<file path="src/vcfc_pkg.sv">
package vcfc_pkg;

  localparam int OPCODE_W = 2;
  localparam int POS_XW = 4;
  localparam int POS_YW = 8;
  localparam int POS_ZW = 4;
  localparam int KIND_W = 2;
  localparam int RAW_H_W = 10;
  localparam int HGT_W = 9;
  localparam int FACE_W = 3;
  localparam int WORLD_W = 20;
  localparam int CHUNK_W = 16;
  localparam int PROD_W = 24;
  localparam int CFG_IW = 1;
  localparam int CFG_DW = 16;
  localparam int NUM_FACES = 6;
  localparam int MESH_STEPS = NUM_FACES + 1;
  localparam int STEP_W = 3;
  localparam int GRASS_CELLS = 2;
  localparam int TOPSOIL_CELLS = 6;
  localparam int QDEPTH = 2;

  localparam logic [OPCODE_W-1:0] OP_WRITE = 2'd0;
  localparam logic [OPCODE_W-1:0] OP_FILL  = 2'd1;
  localparam logic [OPCODE_W-1:0] OP_MESH  = 2'd2;
  localparam logic [OPCODE_W-1:0] OP_CLEAR = 2'd3;

  localparam logic [KIND_W-1:0] KIND_AIR   = 2'd0;
  localparam logic [KIND_W-1:0] KIND_GRASS = 2'd1;
  localparam logic [KIND_W-1:0] KIND_DIRT  = 2'd2;
  localparam logic [KIND_W-1:0] KIND_STONE = 2'd3;

  localparam logic [CFG_IW-1:0] REG_CHUNK_X = 1'b0;
  localparam logic [CFG_IW-1:0] REG_CHUNK_Z = 1'b1;

  localparam int FACE_PX = 0;
  localparam int FACE_NX = 1;
  localparam int FACE_PY = 2;
  localparam int FACE_NY = 3;
  localparam int FACE_PZ = 4;
  localparam int FACE_NZ = 5;

  typedef logic [KIND_W-1:0] kind_t;

  typedef struct packed {
    logic [OPCODE_W-1:0] op;
    logic [POS_XW-1:0]   x;
    logic [POS_YW-1:0]   y;
    logic [POS_ZW-1:0]   z;
    kind_t               kind;
    logic [HGT_W-1:0]    height;
    logic [WORLD_W-1:0]  wx;
    logic [WORLD_W-1:0]  wz;
  } cmd_t;

endpackage

</file>
<file path="src/vcfc_if.sv">
interface vcfc_in_if;
  import vcfc_pkg::*;

  logic                       valid;
  logic                       ready;
  logic [OPCODE_W-1:0]        opcode;
  logic [POS_XW-1:0]          pos_x;
  logic [POS_YW-1:0]          pos_y;
  logic [POS_ZW-1:0]          pos_z;
  logic [KIND_W-1:0]          kind_in;
  logic signed [RAW_H_W-1:0]  raw_height;

  modport source(output valid, opcode, pos_x, pos_y, pos_z, kind_in, raw_height,
                 input ready);
  modport sink(input valid, opcode, pos_x, pos_y, pos_z, kind_in, raw_height,
               output ready);
endinterface


</file>
<file path="src/vcfc_front.sv">
module vcfc_front #(
  parameter int SIDE = 16,
  parameter int TALL = 256
) (
  input  logic                          clk,
  input  logic                          rst,
  input  logic                          wr_en,
  input  logic [vcfc_pkg::CFG_IW-1:0]   wr_index,
  input  logic [vcfc_pkg::CFG_DW-1:0]   wr_data,
  vcfc_in_if.sink                       voxel_ch,
  input  logic                          init_busy,
  output logic                          push_valid,
  input  logic                          push_ready,
  output vcfc_pkg::cmd_t                push_cmd
);
  import vcfc_pkg::*;

  logic signed [CHUNK_W-1:0] chunk_x;
  logic signed [CHUNK_W-1:0] chunk_z;
  logic                      xz_ok;
  logic                      in_range;
  logic                      keep;
  int                        h_int;
  logic [HGT_W-1:0]          h_clamped;
  logic [PROD_W-1:0]         wx_full;
  logic [PROD_W-1:0]         wz_full;

  always_ff @(posedge clk) begin
    if (rst) begin
      chunk_x <= '0;
      chunk_z <= '0;
    end else if (wr_en) begin
      unique case (wr_index)
        REG_CHUNK_X: chunk_x <= wr_data;
        REG_CHUNK_Z: chunk_z <= wr_data;
        default: ;
      endcase
    end
  end

  always_comb begin
    xz_ok    = (32'(voxel_ch.pos_x) < 32'(SIDE)) && (32'(voxel_ch.pos_z) < 32'(SIDE));
    in_range = xz_ok && (32'(voxel_ch.pos_y) < 32'(TALL));
    // fill ignores pos_y
    keep = (voxel_ch.opcode == OP_CLEAR) || ((voxel_ch.opcode == OP_FILL) && xz_ok) ||
           in_range;

    h_int = int'(voxel_ch.raw_height);
    if (h_int < 0) begin
      h_clamped = '0;
    end else if (h_int > TALL - 1) begin
      h_clamped = HGT_W'(TALL - 1);
    end else begin
      h_clamped = HGT_W'(h_int);
    end

    wx_full = PROD_W'(chunk_x) * PROD_W'(SIDE) + PROD_W'(voxel_ch.pos_x);
    wz_full = PROD_W'(chunk_z) * PROD_W'(SIDE) + PROD_W'(voxel_ch.pos_z);
  end

  always_comb begin
    push_cmd.op     = voxel_ch.opcode;
    push_cmd.x      = voxel_ch.pos_x;
    push_cmd.y      = voxel_ch.pos_y;
    push_cmd.z      = voxel_ch.pos_z;
    push_cmd.kind   = voxel_ch.kind_in;
    push_cmd.height = h_clamped;
    push_cmd.wx     = wx_full[WORLD_W-1:0];
    push_cmd.wz     = wz_full[WORLD_W-1:0];
  end

  // out-of-chunk items are taken and dropped here
  assign voxel_ch.ready = push_ready && !init_busy;
  assign push_valid     = voxel_ch.valid && !init_busy && keep;

endmodule

</file>
<file path="src/flat_wrapper.sv">
// flat-port wrapper written by rule: the top's interface ports become plain ports
module vcfc_front_flat import vcfc_pkg::*;
#(
  parameter int SIDE = 16,
  parameter int TALL = 256
)
  (clk, rst, wr_en, wr_index, wr_data, init_busy, push_valid, push_ready, push_cmd, voxel_ch_valid, voxel_ch_opcode, voxel_ch_pos_x, voxel_ch_pos_y, voxel_ch_pos_z, voxel_ch_kind_in, voxel_ch_raw_height, voxel_ch_ready);
  vcfc_in_if voxel_ch_i ();
  input  logic clk;
  input  logic rst;
  input  logic wr_en;
  input  logic [vcfc_pkg::CFG_IW-1:0] wr_index;
  input  logic [vcfc_pkg::CFG_DW-1:0] wr_data;
  input  logic init_busy;
  output logic push_valid;
  input  logic push_ready;
  output vcfc_pkg::cmd_t push_cmd;
  input wire logic [$bits(voxel_ch_i.valid)-1:0] voxel_ch_valid;
  input wire logic [$bits(voxel_ch_i.opcode)-1:0] voxel_ch_opcode;
  input wire logic [$bits(voxel_ch_i.pos_x)-1:0] voxel_ch_pos_x;
  input wire logic [$bits(voxel_ch_i.pos_y)-1:0] voxel_ch_pos_y;
  input wire logic [$bits(voxel_ch_i.pos_z)-1:0] voxel_ch_pos_z;
  input wire logic [$bits(voxel_ch_i.kind_in)-1:0] voxel_ch_kind_in;
  input wire logic [$bits(voxel_ch_i.raw_height)-1:0] voxel_ch_raw_height;
  output wire logic [$bits(voxel_ch_i.ready)-1:0] voxel_ch_ready;
  assign voxel_ch_i.valid = voxel_ch_valid;
  assign voxel_ch_i.opcode = voxel_ch_opcode;
  assign voxel_ch_i.pos_x = voxel_ch_pos_x;
  assign voxel_ch_i.pos_y = voxel_ch_pos_y;
  assign voxel_ch_i.pos_z = voxel_ch_pos_z;
  assign voxel_ch_i.kind_in = voxel_ch_kind_in;
  assign voxel_ch_i.raw_height = voxel_ch_raw_height;
  assign voxel_ch_ready = voxel_ch_i.ready;
  vcfc_front #(.SIDE(SIDE), .TALL(TALL)) u_core (.clk(clk), .rst(rst), .wr_en(wr_en), .wr_index(wr_index), .wr_data(wr_data), .voxel_ch(voxel_ch_i), .init_busy(init_busy), .push_valid(push_valid), .push_ready(push_ready), .push_cmd(push_cmd));
endmodule
</file>
<file path="config.mk">
export PLATFORM = sky130hd
export DESIGN_NAME = vcfc_front_flat
export DESIGN_NICKNAME = d
export VERILOG_FILES = /design/src/vcfc_pkg.sv /design/src/vcfc_if.sv /design/src/vcfc_front.sv /design/src/flat_wrapper.sv
export SDC_FILE = /design/constraint.sdc
export NUM_CORES = 1
export LEC_CHECK = 0
export ABC_CLOCK_PERIOD_IN_PS = 900
export CELL_PAD_IN_SITES_DETAIL_PLACEMENT = 1
export CELL_PAD_IN_SITES_GLOBAL_PLACEMENT = 1
export CORE_MARGIN = 3
export CORE_UTILIZATION = 40
export CTS_BUF_LIST = sky130_fd_sc_hd__clkbuf_16
export DETAILED_ROUTE_END_ITERATION = 10
export DONT_BUFFER_PORTS = 1
export GPL_ROUTABILITY_DRIVEN = 0
export GPL_TIMING_DRIVEN = 0
export MAX_ROUTING_LAYER = met4
export PLACE_DENSITY = 0.75
export SYNTH_ARGS = -nofsm -noshare
export SYNTH_HDL_FRONTEND = slang
export SYNTH_SLANG_ARGS = --single-unit
</file>
<file path="constraint.sdc">
create_clock -name clk -period 0.9 [get_ports clk]
set_input_delay 0.045 -clock clk [delete_from_list [all_inputs] [get_ports clk]]
set_output_delay 0.045 -clock clk [all_outputs]
set_load 0.05 [all_outputs]
</file>
Word level (Yosys, flattened, before mapping)
Index checks and enable logic that the tools add are counted.

$add $sub $neg: 2. Bitwise logic cells: 1. Magnitude comparators: 2. Multiplexer cells: 2. Reductions and logical operators: 5.

Operators by type and width (count): adder 20 x 5 -> 20 bit (2); two-way mux 9 bit (2); > comparator 10 x 9 -> 1 bit, second input constant (1); less-than comparator 10 x 1 -> 1 bit, second input constant (1); AND reduction 2 bit (2); logical AND 1 bit (2); logical NOT 1 bit (1); inverter 1 bit (1).

Output and inout port bits: 71. Word-level logic and storage cells: 14. Register bits after elaboration: 32. Bits of input ports: 53.

Logic depth before layout (Yosys ltp)
Depth in word-level cells: 3. Mapped depth: 4. Gate-level depth less buffers: 2.

Least setup slack after synthesis
Ideal clock, no wire load.

Kind: input -> output. Start point: in voxel_ch_raw_height[8]. End point: out push_cmd[40] (netlist bit). Stages: 3. Arrival: 0.967 ns. Path buffers: 1. Slack: -0.112 ns. Data required time: 0.855 ns. Cell sequence: clkbuf_1 > nor2_1 > nor2_1.

RTL lines: start: declaration (RTL line flat_wrapper.sv:24) `input wire logic [$bits(voxel_ch_i.raw_height)-1:0] voxel_ch_raw_height;`; end: declaration (RTL line flat_wrapper.sv:17) `output vcfc_pkg::cmd_t push_cmd;`.

==> results.cfg <==
[outcome]
status = finished, final reports clean

[clock_network]
clockRootBuffer = clkbuf_16
cts_setup_buffers = 0
path_clk_slew_ns = 0.05
worst_skew_pair.late_latency_ns = 0.27
cts_tree = done
h-tree-depth = 2
clock_sinks = 32
cts_inserted_buffers = 5
clock_path_buffers = 2

[floorplan]
dieArea_um2 = 4970
die_h_um = 70.5
initial_core_util_pct = 43.5
fp.coreArea_um2 = 3830
fp.dieW_um = 70.5
num_rows = 22
ios = 124

[synth]
ys_ff_latch = 32
synth_fp_nets = 228
synth_top_area_share_pct = 38.5
synth_flop_cell = dfxtp_1
synth_cell_types = 14
syn-cell-area_um2 = 1660
synthArstFlopShare_pct = 0
yosysMostFrequentCell = nand2b_1
syn-instance-count = 175
yosysWarnings = 0
synth_common_cells = nand2b_1, dfxtp_1, mux2i_1, buf_4, nor2_1
ys_seq_area_share_pct = 38.5
postSynthAreaPerCell_um2 = 9.51
synth_edf_count = 0
synth_area_leaders = dfxtp_1, mux2i_1, nand2b_1, buf_4, nor2_1
yosys.area.top_type = dfxtp_1

[timing]
min_period_ns = 0.890
tightest_slew_ns = 0.948
fin_skew_ns = 0
post-route-period-util_pct = 98.9
hold_viol = 0
max_freq_mhz = 1120
slew_viol_final = 0
grt_setup_unrepaired = yes
setup_slack_ns = 0.0102
slew_headroom_pct = 36.7
finalSetupViolCount = 0

[job]
maxCapViolations = 0

[worst_hold_path]
min_path_type = input port to flip-flop
whs_path_depth = 2

[grt]
overflow = 0
grt_first_pass_wirelength_um = 6470
antenna_found_initial = 0
gr-usage-all-layers_pct = 17.0
grt_max_degree = 11
grt_pass1_vias = 1308

[layout]
final_cell_area_um2 = 2080
areaGrowthSynthToFinish_pct = 25.2
drive_gt1_share_pct = 41.4
antenna_cells = 0
fill_cells = 432
final_net_count = 250

[critical_path]
path_delay_family = simple AND/OR/NAND/NOR gates
regToRegSetupSlack_ns = 0.08
crit_arrival_ns = 0.84
cp.buffers_inverters = 1
max_stage_delay_ns = 0.54
cp.depth = 2
rr_worst_depth = 2
critPathLaunchType = input port
crit_slowest_cell = nor2_2
end_kind = primary output
required_ns = 0.85
worstPathMaxFanout = 8
cp_cell_sequence = clkbuf_1 -> nor2_2
worstSetupPathType = input port to primary output

[placement]
portBuffers = 0
placed_cell_area_um2 = 1740
hpwl_um = 3190
place_ws_ns = -0.103

[drt]
num_vias = 1208
dr.pass1.iters = 4
ant_nets = 0
drt_iter0_drc = 29
via_per_inst = 4.91
drc = 0
drt_wl_total_um = 4060
wire_per_inst_um = 16.5

[power_and_ir_drop]
p_per_area_nw_per_um2 = 2010
peakVddDrop_mv = 1.16
p_leak_nw = 0.918
-- cells in the final DEF (no fill, tap or decap) --
cell           count
mux2i_1           32
dfxtp_2           31
nor2_2             6
clkinv_1           1
nor2b_1            2
nor2_4             2
clkbuf_16          5
inv_1              2
buf_12             1
buf_4             29
dlygate4sd3_1     15
nand2b_1          49
conb_1             1
nor2_1             8
nor2b_4            1
dfxtp_4            1
buf_6              2
buf_2              2
clkbuf_1           6
nand2_2            1
and2_2             1
-- cell type report --
cell class                      instances  area [um^2]  share of cell area, %
Timing Repair Buffer                   15          150                   7.21
Tap cell                               48         60.1                   2.88
Clock buffer                            5          125                   6.01
Sequential cell                        32          683                   32.8
Clock inverter                          3         11.3                  0.541
Buffer                                 40          293                   14.1
Multi-Input combinational cell        103          761                   36.5
-- per-stage QoR --
stage / hold slack [ns] / TNS, ns / instances / util (%) / power (mW)
floorplan: 0.221 / 0 / 175 / - / 2.51
global placement: 0.230 / -0.616 / 223 / 45.6 / 2.57
detailed placement: 0.241 / -1.73 / 223 / 45.6 / 2.59
CTS: 0.00137 / 0 / 246 / 54.1 / 4.22
global route: 0.0193 / -0.126 / 246 / 54.4 / 4.35
finish: 0.00574 / 0 / 246 / 54.4 / 4.18
-- logic make-up after synthesis --
group | after synthesis | share of synthesized area (%)
muxes | 32 | 19.2
buffers and inverters | 40 | 17.6
DFF | 32 | 38.5
and+or+nand+nor | 70 | 24.4
other | 1 | 0.225
-- flip-flops by register name, summed over array words and instances (netlist names) --
name,cells
u_core.chunk_z,16
u_core.chunk_x,16
-- power breakdown --
group          internal [mW]  switching, mW  leakage [nW]
combinational          0.280          0.531         0.568
sequential              1.51          0.308         0.276
clock                  0.992          0.558        0.0738
total                   2.78           1.40         0.918
-- layer usage --
layer	wire [um]	vias to the layer above	track usage [%]	share of wire [%]
li1	-	567	-	-
met1	1390	564	16.3	34
met2	2200	73	30.4	54
met3	438	4	7.91	11
met4	30	0	4.89	0.74
met5	0	-	-	0
-- timing repair --
| action | CTS | global route |
|---|---|---|
| resized for setup | 32 | 3 |
| hold buffers | 15 | 0 |
| endpoints found under the setup margin | 64 | 9 |
| hold endpoints to repair | 30 | 0 |
-- final timing paths --
path | startpoint | end
setup / recovery | voxel_ch_raw_height[9] | push_cmd[46]
hold / removal | wr_en | u_core.chunk_z[5]$_SDFFE_PP0P_
setup reg to reg | u_core.chunk_x[2]$_SDFFE_PP0P_ | u_core.chunk_x[2]$_SDFFE_PP0P_
hold reg to reg | u_core.chunk_x[7]$_SDFFE_PP0P_ | u_core.chunk_x[7]$_SDFFE_PP0P_
Note: power is estimated with default switching activity, not from simulation.
