<file path="src/vcfc_pkg.sv">
package vcfc_pkg;

  localparam int OPCODE_W = 2;
  localparam int POS_XW = 4;
  localparam int POS_YW = 8;
  localparam int POS_ZW = 4;
  localparam int KIND_W = 2;
  localparam int RAW_H_W = 10;
  localparam int HGT_W = 9;
  localparam int FACE_W = 3;
  localparam int WORLD_W = 20;
  localparam int CHUNK_W = 16;
  localparam int PROD_W = 24;
  localparam int CFG_IW = 1;
  localparam int CFG_DW = 16;
  localparam int NUM_FACES = 6;
  localparam int MESH_STEPS = NUM_FACES + 1;
  localparam int STEP_W = 3;
  localparam int GRASS_CELLS = 2;
  localparam int TOPSOIL_CELLS = 6;
  localparam int QDEPTH = 2;

  localparam logic [OPCODE_W-1:0] OP_WRITE = 2'd0;
  localparam logic [OPCODE_W-1:0] OP_FILL  = 2'd1;
  localparam logic [OPCODE_W-1:0] OP_MESH  = 2'd2;
  localparam logic [OPCODE_W-1:0] OP_CLEAR = 2'd3;

  localparam logic [KIND_W-1:0] KIND_AIR   = 2'd0;
  localparam logic [KIND_W-1:0] KIND_GRASS = 2'd1;
  localparam logic [KIND_W-1:0] KIND_DIRT  = 2'd2;
  localparam logic [KIND_W-1:0] KIND_STONE = 2'd3;

  localparam logic [CFG_IW-1:0] REG_CHUNK_X = 1'b0;
  localparam logic [CFG_IW-1:0] REG_CHUNK_Z = 1'b1;

  localparam int FACE_PX = 0;
  localparam int FACE_NX = 1;
  localparam int FACE_PY = 2;
  localparam int FACE_NY = 3;
  localparam int FACE_PZ = 4;
  localparam int FACE_NZ = 5;

  typedef logic [KIND_W-1:0] kind_t;

  typedef struct packed {
    logic [OPCODE_W-1:0] op;
    logic [POS_XW-1:0]   x;
    logic [POS_YW-1:0]   y;
    logic [POS_ZW-1:0]   z;
    kind_t               kind;
    logic [HGT_W-1:0]    height;
    logic [WORLD_W-1:0]  wx;
    logic [WORLD_W-1:0]  wz;
  } cmd_t;

endpackage

</file>
<file path="src/vcfc_queue.sv">
module vcfc_queue (
  input  logic            clk,
  input  logic            rst,
  input  logic            push_valid,
  output logic            push_ready,
  input  vcfc_pkg::cmd_t  push_cmd,
  output logic            pop_valid,
  input  logic            pop_ready,
  output vcfc_pkg::cmd_t  pop_cmd
);
  import vcfc_pkg::*;

  localparam int QPW = (QDEPTH > 1) ? $clog2(QDEPTH) : 1;
  localparam int QCW = $clog2(QDEPTH + 1);

  cmd_t           slots [QDEPTH];
  logic [QPW-1:0] wr_ptr;
  logic [QPW-1:0] rd_ptr;
  logic [QCW-1:0] count;
  logic           push;
  logic           pop;

  assign push_ready = (count != QCW'(QDEPTH));
  assign pop_valid  = (count != '0);
  assign pop_cmd    = slots[rd_ptr];
  assign push       = push_valid && push_ready;
  assign pop        = pop_valid && pop_ready;

  always_ff @(posedge clk) begin
    if (push) begin
      slots[wr_ptr] <= push_cmd;
    end
  end

  always_ff @(posedge clk) begin
    if (rst) begin
      wr_ptr <= '0;
      rd_ptr <= '0;
      count  <= '0;
    end else begin
      if (push) begin
        wr_ptr <= (wr_ptr == QPW'(QDEPTH - 1)) ? '0 : wr_ptr + QPW'(1);
      end
      if (pop) begin
        rd_ptr <= (rd_ptr == QPW'(QDEPTH - 1)) ? '0 : rd_ptr + QPW'(1);
      end
      case ({push, pop})
        2'b10:   count <= count + QCW'(1);
        2'b01:   count <= count - QCW'(1);
        default: ;
      endcase
    end
  end

endmodule

</file>
<file path="config.mk">
export PLATFORM = sky130hd
export DESIGN_NAME = vcfc_queue
export DESIGN_NICKNAME = d
export VERILOG_FILES = /design/src/vcfc_pkg.sv /design/src/vcfc_queue.sv
export SDC_FILE = /design/constraint.sdc
export NUM_CORES = 1
export LEC_CHECK = 0
export BUFFER_PORTS_ARGS = -buffer_cell sky130_fd_sc_hd__buf_4
export CAP_MARGIN = 15
export CORE_ASPECT_RATIO = 1.5
export CORE_MARGIN = 2
export CORE_UTILIZATION = 52
export DETAILED_ROUTE_END_ITERATION = 8
export PLACE_DENSITY = 0.77
export SLEW_MARGIN = 40
export SYNTH_ARGS = -nofsm -noshare
export SYNTH_HDL_FRONTEND = slang
export SYNTH_SLANG_ARGS = --single-unit
</file>
<file path="constraint.sdc">
create_clock -name clk -period 3.75 [get_ports clk]
set_input_delay 0.375 -clock clk [delete_from_list [all_inputs] [get_ports clk]]
set_output_delay 0.375 -clock clk [all_outputs]
set_load 0.02 [all_outputs]
</file>
After elaboration in Yosys (flattened, before gate mapping)
Memory sizes are Yosys's and may differ from the RTL's. A register that Yosys moved wholly into a read port is not among the register bits.
Cells that the tools add are included.
{"block": "word_totals", "regBits": 4, "wordCells": 22, "output_inout_bits": 71, "latchBits": 0, "in_bits": 73, "memories": 1, "mem_bits_ro": 0, "mem_bits_rw": 138}
{"name": "slots", "depth": 2, "width": 69, "rd": 1, "rd_clocked_by_memory_dff": 1, "wr": 1, "line": "vcfc_queue.sv:16", "rtl": "cmd_t slots [QDEPTH];"}
{"block": "op_classes", "reduce_logical": 4, "mux": 7, "shifts": 0, "n_bitwise": 0, "eq_ne": 3, "div_mod_pow": 0, "magnitude_cmp": 0, "n_addsub": 4, "multipliers": 0}
{"cell": "2-to-1 mux 1 bit", "count": 6}
{"cell": "case mux 2 bit (2 select lines)", "count": 1}
{"cell": "nonzero test 2 bit", "count": 2}
{"cell": "adder 1 bit (second input constant)", "count": 2}
{"cell": "adder 2 x 1 -> 2 bit (second input constant)", "count": 1}
{"cell": "equality test 2 x 1 -> 1 bit (second input constant)", "count": 1}
{"cell": "equality test 2 bit (second input constant)", "count": 1}
{"cell": "logical AND 1 bit", "count": 2}
{"cell": "!= test 2 bit (second input constant)", "count": 1}
{"cell": "subtractor 2 x 1 -> 2 bit (second input constant)", "count": 1}

Logic depth before layout (Yosys ltp)
Gate-level depths: netlist of the first run.
{"block": "depth", "word_depth": 4, "mapped_depth": 6}

Worst setup path before layout of the first run
OpenSTA, ideal clock, no wires.
{"block": "synth_timing", "path_type": "reg-to-reg", "start": "register count[0]", "end": "memory slots[1][0] (netlist name) (enable)", "synth_period_minus_slack_ns": 2.843, "n_path_buf": 0, "arrival_ns": 2.408, "path_stages_with_launch": 3, "setup_ns": 0.435, "path_slack_ns": 0.907, "path_cell_list": "dfxtp_1 nand2b_1 and3_1"}
{"block": "synth_via", "elab_chain_len": 4}
{"element": "start: declaration", "line": "vcfc_queue.sv:19", "rtl": "logic [QCW-1:0] count;"}
{"element": "start signal: assignment", "line": "vcfc_queue.sv:48", "rtl": "2'b10: count <= count + QCW'(1);"}
{"element": "start signal: assignment", "line": "vcfc_queue.sv:49", "rtl": "2'b01: count <= count - QCW'(1);"}
{"element": "!= test 2 bit", "line": "vcfc_queue.sv:23", "rtl": "assign push_ready = (count != QCW'(QDEPTH));"}
{"element": "named net push_ready", "line": "vcfc_queue.sv:5", "rtl": "output logic push_ready,"}
{"element": "logical AND 1 bit", "line": "vcfc_queue.sv:26", "rtl": "assign push = push_valid && push_ready;"}
{"element": "2-to-1 mux 1 bit", "line": "vcfc_queue.sv:30", "rtl": "if (push) begin"}
{"element": "2-to-1 mux 1 bit (implied by the code)", "line": "vcfc_queue.sv:31", "rtl": "slots[wr_ptr] <= push_cmd;"}
{"element": "end: declaration", "line": "vcfc_queue.sv:16"}
The timed path passes the listed nets, and every way through them passes these cells.

==> results of run 1 <==
==> power by group <==
part	internal, mW	switching, mW	total, mW	leakage, nW
clock	1.03	0.559	1.59	0.275
sequential	2.02	0.106	2.13	1.33
combinational	0.713	0.774	1.49	1.02
total	3.76	1.44	5.20	2.63
==> how the worst max path moves through the flow <==
stage | from | end
CTS | register | pop_cmd[39]
global placement | register | pop_cmd[33]
floorplan | count[0] | slots[1][0]
detailed placement | register | pop_cmd[33]
finish | register | pop_cmd[33]
global route | register | pop_cmd[46]
==> cells in the mapped netlist, types with 2 or more instances <==
| cell type | count | area, sq um |
|---|---|---|
| edfxtp_1 | 138 | 4140 |
| mux2_2 | 69 | 777 |
| buf_2 | 6 | 30.0 |
| dfxtp_1 | 5 | 100 |
| nor2_1 | 3 | 11.3 |
| a21oi_1 | 2 | 10.0 |
| buf_6 | 2 | 22.5 |
| xnor2_1 | 2 | 17.5 |
==> per-stage QoR <==
step	std cells	utilization, %
after floorplan	239	-
after global placement	492	66.3
after detailed placement	492	66.3
after CTS	523	72.1
after global routing	523	72.1
final	523	72.1
==> state kept, by name, indices dropped and copies added (netlist names), named ones only <==
| name | flops |
|---|---|
| slots | 138 |
| count | 2 |
| rd_ptr | 1 |
| wr_ptr | 1 |
==> cell families (layout without fill, tap and decap cells) <==
kind of cell | Yosys count | in the layout | synth area share, %
AOI/OAI and AO/OA | 5 | 5 | 0.626
xor gates and xnor gates | 3 | 3 | 0.506
adders and majority gates | 1 | 1 | 0.241
buffers and inverters | 9 | 178 | 1.08
DFF | 143 | 143 | 81.7
muxes | 69 | 69 | 15.0
and+or+nand+nor | 9 | 9 | 0.915
==> metal layers <==
metal	track usage (%)	share of wire, %	vias up
met2	33.8	59	87
met3	5.27	5.9	18
met1	16.9	33	1312
met5	0	0	-
met4	8.96	2.7	0
li1	-	-	1262
==> layout make-up <==
cell class	count	area [sq um]
Clock buffer	21	440
Inverter	1	3.75
Timing Repair Buffer	146	1130
Clock inverter	10	120
Tap cell	115	144
Fill cell	644	2710
Multi-Input combinational cell	87	897
Sequential cell	143	4250
==> impl_results.md, run 1 <==
* Status: finished, final reports clean
* Largest net degree at the start of global routing at 41
* Via/cell ratio at 5.12
* CTS tree: done
* Total congestion overflow at 0
* Port bufs at 143
* Area post-placement at 0.00642 sq mm
* Hold Path End: slots[0][16]
* Crit-path cells: buf_12 -> mux2_2 -> buf_4
* Worst Skew at 5.26 ps
* Cts hold-fix bufs at 0
* Antenna violations before repair at 0
* Fin crit share at 65.9%
* Final-stage net count at 470
* Commonest non-fill, non-tap cell in the layout: buf_4
* Maximum clock rate at 0.404 GHz
* GRT Resource Usage Total at 17.9%
* Post-Syn Nets at 313
* Worst-Margin Slew at 757 ps
* Clock period minus worst slack at 2470 ps
* Avg Synthesized Cell Area at 21.7 sq um
* Worst Reg-to-Reg Cells at 3
* Final Wtd Congestion at 0.740
* Clock buffer depth at 2
* Normalized max-slew margin at 49.4%
* Number of stages on the worst setup path at 3
* Pwr Density at 744 mW/mm^2
* Final worst slack at 1280 ps
* Hold_sp: push_cmd[16]
* Startpoint Class: register
* Number of synthesized flops with an enable pin at 138
* # resized after CTS at 0
* Highest-count cells in the layout ignoring fill and taps: buf_4 (143), edfxtp_1 (138), mux2_2 (69)
* Final Power at 5.20 mW
* Postcts setup bufs at 0
* Cell area after layout at 0.00698 sq mm
* WP data required at 3380 ps
* Root Buffer: clkbuf_16
* Worst r2r dst: slots[1][0]
* TNS Setup at 0 ps
* Setup slack after placement at 1680 ps
* Ys Warns at 0
* Boundary Pins at 144
* Die area at 0.0108 sq mm
* WHS at 152 ps
* CP max-delay cell: dfxtp_2
* Number of global-route vias before repair at 2901
* Clk sinks at 143
* Clock slew at reported path FFs at 50 ps
* Fraction of registers with async set/reset at 0%
* Post-synthesis sequential area ratio at 81.7%
* Wire length of the first global-routing pass at 14000 um
* Synth cell types at 20
* Post-Synthesis Cells at 239
* Pins Over Slew Limit at 0
* Mapped Area at 0.00520 sq mm
* WP buf/inv at 2
* Crit end category: output pin
* Reg-to-reg slack, setup at 1750 ps
* Top Family by Delay on Critical Path: flip-flops
* Die W at 85.6 um
* Count of final setup violators at 0
* Via count at 2679
* Maximum fanout along the worst path at 40
* Die Height at 126 um
* Static leakage at 2.63 nW
* Rows at 44
* DP HPWL at 6350 um
* Worst-Skew Late Latency at 400 ps
* MaxCap Viol Count at 0
* Routed length per placed instance at 18.0 um
* Total iterations of the first detailed-routing run at 4
* H-tree level count at 4
* Worst VDD drop at 0.497 mV
* Antenna Nets Post-Route at 0
* Drt total wl at 9410 um
* DR DRC count at 0
* R2r startpoint: count[0]
* Tightest Hold Check Type: input pin to register
* Post-synth top flop: edfxtp_1
* Worst path max stage delay at 810 ps
* Initial Util at 53.6%
* Worst EP arrival at 2100 ps
* Layout area overhead at 34.4%
* Endpoints failing hold at 0
* Layout cell share with drive strength beyond 1 at 59.6%
* CORE AREA at 0.00969 sq mm
* Hold Path Stages at 1
* Total clock buffers created by CTS at 17
* #FFs+latches synth at 143
* Unrepaired setup endpoints after global routing: false
* Setup CP Type: register to output pin
* Diodes inserted at 0
* Iteration-0 DRC Markers at 150
No activity file was read; power rests on OpenSTA's default activity.
==> inputs of run 2 (changes only) <==
--- a/config.mk
+++ b/config.mk
@@ -9,9 +9,9 @@
 export CAP_MARGIN = 15
 export CORE_ASPECT_RATIO = 1.5
 export CORE_MARGIN = 2
-export CORE_UTILIZATION = 52
+export CORE_UTILIZATION = 47
 export DETAILED_ROUTE_END_ITERATION = 8
-export PLACE_DENSITY = 0.77
+export PLACE_DENSITY = 0.74
 export SLEW_MARGIN = 40
 export SYNTH_ARGS = -nofsm -noshare
 export SYNTH_HDL_FRONTEND = slang
==> constraint.sdc (replaced) <==
create_clock -name clk -period 2 [get_ports clk]
set_input_delay 0.2 -clock clk [delete_from_list [all_inputs] [get_ports clk]]
set_output_delay 0.2 -clock clk [all_outputs]
set_load 0.02 [all_outputs]
==> run 2 against run 1 <==
Against the previous run:
- first-iteration DRC count is 23% lower
- utilization fell by 0.063 points
- sequential cell count is the same
- sequential share of layout area down 6.6 points
- die area is 10% higher
- hold slack worse by 57 ps
- register-to-register slack got worse by 1300 ps
- total power grew 97%
- clock skew is 3.5 ps higher
- critical path type unchanged
==> impl_results.md, run 2 (synthesis gave the netlist of run 1 again) <==
* Status: finished, final reports clean
* Maximum fanout along the worst path at 36 (-10%)
* Worst Skew at 8.80 ps (+3.54 ps)
* Hold_sp: push_valid
* Antenna Nets Post-Route at 0 (unchanged)
* Initial Util at 47.8% (-5.9 points)
* CP max-delay cell: dfxtp_2
* Worst EP arrival at 1560 ps (-540 ps)
* Worst path max stage delay at 370 ps (-440 ps)
* Layout cell share with drive strength beyond 1 at 53.1% (-6.4 points)
* Unrepaired setup endpoints after global routing: false
* Worst VDD drop at 0.992 mV (+99%)
* TNS Setup at 0 ps (unchanged)
* Boundary Pins at 144 (unchanged)
* Hold Path End: wr_ptr
* WHS at 95.5 ps (-56.9 ps)
* Top Family by Delay on Critical Path: buffers and inverters
* Die area at 0.0119 sq mm (+10%)
* Static leakage at 2.95 nW (+12%)
* Total iterations of the first detailed-routing run at 4 (unchanged)
* Iteration-0 DRC Markers at 116 (-23%)
* Count of final setup violators at 0 (unchanged)
* DP HPWL at 6260 um (-1.4%)
* Port bufs at 143 (unchanged)
* Crit-path cells: buf_12 -> mux2_2 -> buf_4
* Cts hold-fix bufs at 70 (+70)
* Total congestion overflow at 0 (unchanged)
* Rows at 47 (+6.8%)
* Clock period minus worst slack at 1760 ps
* Maximum clock rate at 0.568 GHz
* Via/cell ratio at 4.81 (-6.2%)
* Final worst slack at 241 ps (-1040 ps)
* Drt total wl at 10500 um (+11%)
* Clock slew at reported path FFs at 60 ps (about the same)
* Clock buffer depth at 2 (unchanged)
* Number of global-route vias before repair at 3426 (+18%)
* Pins Over Slew Limit at 0 (unchanged)
* R2r startpoint: count[0]
* Worst Reg-to-Reg Cells at 4 (+1)
* Largest net degree at the start of global routing at 70 (+71%)
* WP data required at 1800 ps (-1580 ps)
* Layout area overhead at 50.8%
* Via count at 3013 (+12%)
* Normalized max-slew margin at 73.9% (+24 points)
* Final-stage net count at 542 (+15%)
* Startpoint Class: register
* WP buf/inv at 2 (unchanged)
* Die Height at 133 um (+5.0%)
* Worst r2r dst: slots[0][51]
* Antenna violations before repair at 0 (unchanged)
* Wire length of the first global-routing pass at 16500 um (+17%)
* Worst-Skew Late Latency at 400 ps (about the same)
* Routed length per placed instance at 16.7 um (-7.3%)
* Pwr Density at 1300 mW/mm^2 (+75%)
* Diodes inserted at 0 (unchanged)
* Die W at 89.9 um (+4.9%)
* Reg-to-reg slack, setup at 490 ps (-1260 ps)
* Max FFs per register at 138 (unchanged)
* Highest-count cells in the layout ignoring fill and taps: buf_4 (143), edfxtp_1 (138), dlygate4sd3_1 (70)
* Crit end category: output pin
* MaxCap Viol Count at 0 (unchanged)
* Postcts setup bufs at 0 (unchanged)
* DR DRC count at 0 (unchanged)
* Commonest non-fill, non-tap cell in the layout: buf_4
* Regs by FF count: slots: 138 flops, count: 2 flops
* Tightest Hold Check Type: input pin to register
* Worst-Margin Slew at 391 ps (-366 ps)
* # resized after CTS at 0 (unchanged)
* Setup slack after placement at 499 ps (-1180 ps)
* CORE AREA at 0.0109 sq mm (+12%)
* Setup CP Type: register to output pin
* Total clock buffers created by CTS at 17 (unchanged)
* Root Buffer: clkbuf_16
* CTS tree: done
* GRT Resource Usage Total at 18.1% (+0.26 points)
* Fillers at 678 (+5.3%)
* Biggest register: slots
* Final Wtd Congestion at 0.708 (-4.3%)
* H-tree level count at 4 (unchanged)
* Endpoints failing hold at 0 (unchanged)
* Clk sinks at 143 (unchanged)
* Fin crit share at 88.0%
* Hold Path Stages at 3 (+2)
## run 2: how the worst max path moves through the flow
| stage | endpoint | slack, ps | cells past startpoint |
|---|---|---|---|
| 4_1_cts | pop_cmd[3] | 210 | 3 |
| 3_5_place_dp | slots[0][37] | 500 | 4 |
| 2_1_floorplan | slots[0][0] | -60 | 3 |
| 6_report | pop_cmd[36] | 240 | 3 |
| 3_3_place_gp | slots[0][2] | 550 | 4 |
| 5_1_grt | pop_cmd[38] | 180 | 3 |
## run 2: stage by stage
| stage | std cells | area, sq um | power (mW) | utilization [%] |
|---|---|---|---|---|
| final | 627 | 7840 | 10.2 | 72.0 |
| after global routing | 627 | 7840 | 10.6 | 72.0 |
| after CTS | 627 | 7840 | 10.3 | 72.0 |
| after detailed placement | 526 | 6520 | 6.95 | 59.9 |
| after global placement | 526 | 6520 | 6.88 | 59.9 |
| after floorplan | 239 | 5210 | 5.74 | - |
## run 2: worst reg2reg max path, stage by stage, from the launching register on
cell and delay, ps:
dfxtp_2 370, nand2b_4 160, nand3b_1 140, clkinvlp_4 120
buf_12 350
## run 2: per-layer routing
layer / GRT usage [%] / vias up / wire (um)
li1: - / 1402 / -
met3: 4.95 / 19 / 376
met2: 35.3 / 88 / 6100
met5: 0 / - / 0
met4: 7.35 / 0 / 197
met1: 17.9 / 1504 / 3780
## run 2: final cells by class
class | instances | area (sq um) | area share [%]
Multi-Input combinational cell | 87 | 905 | 11.5
Timing Repair Buffer | 218 | 1870 | 23.9
Clock inverter | 14 | 193 | 2.46
Sequential cell | 143 | 4250 | 54.2
Inverter | 1 | 7.51 | 0.0958
Clock buffer | 17 | 425 | 5.43
Tap cell | 147 | 184 | 2.35
## run 2: where the power goes
group | switching (mW) | internal [mW] | total (mW) | leakage, nW
logic | 1.59 | 1.48 | 3.07 | 1.33
clock network | 1.16 | 2.08 | 3.23 | 0.295
registers | 0.126 | 3.79 | 3.91 | 1.33
total | 2.87 | 7.35 | 10.2 | 2.95
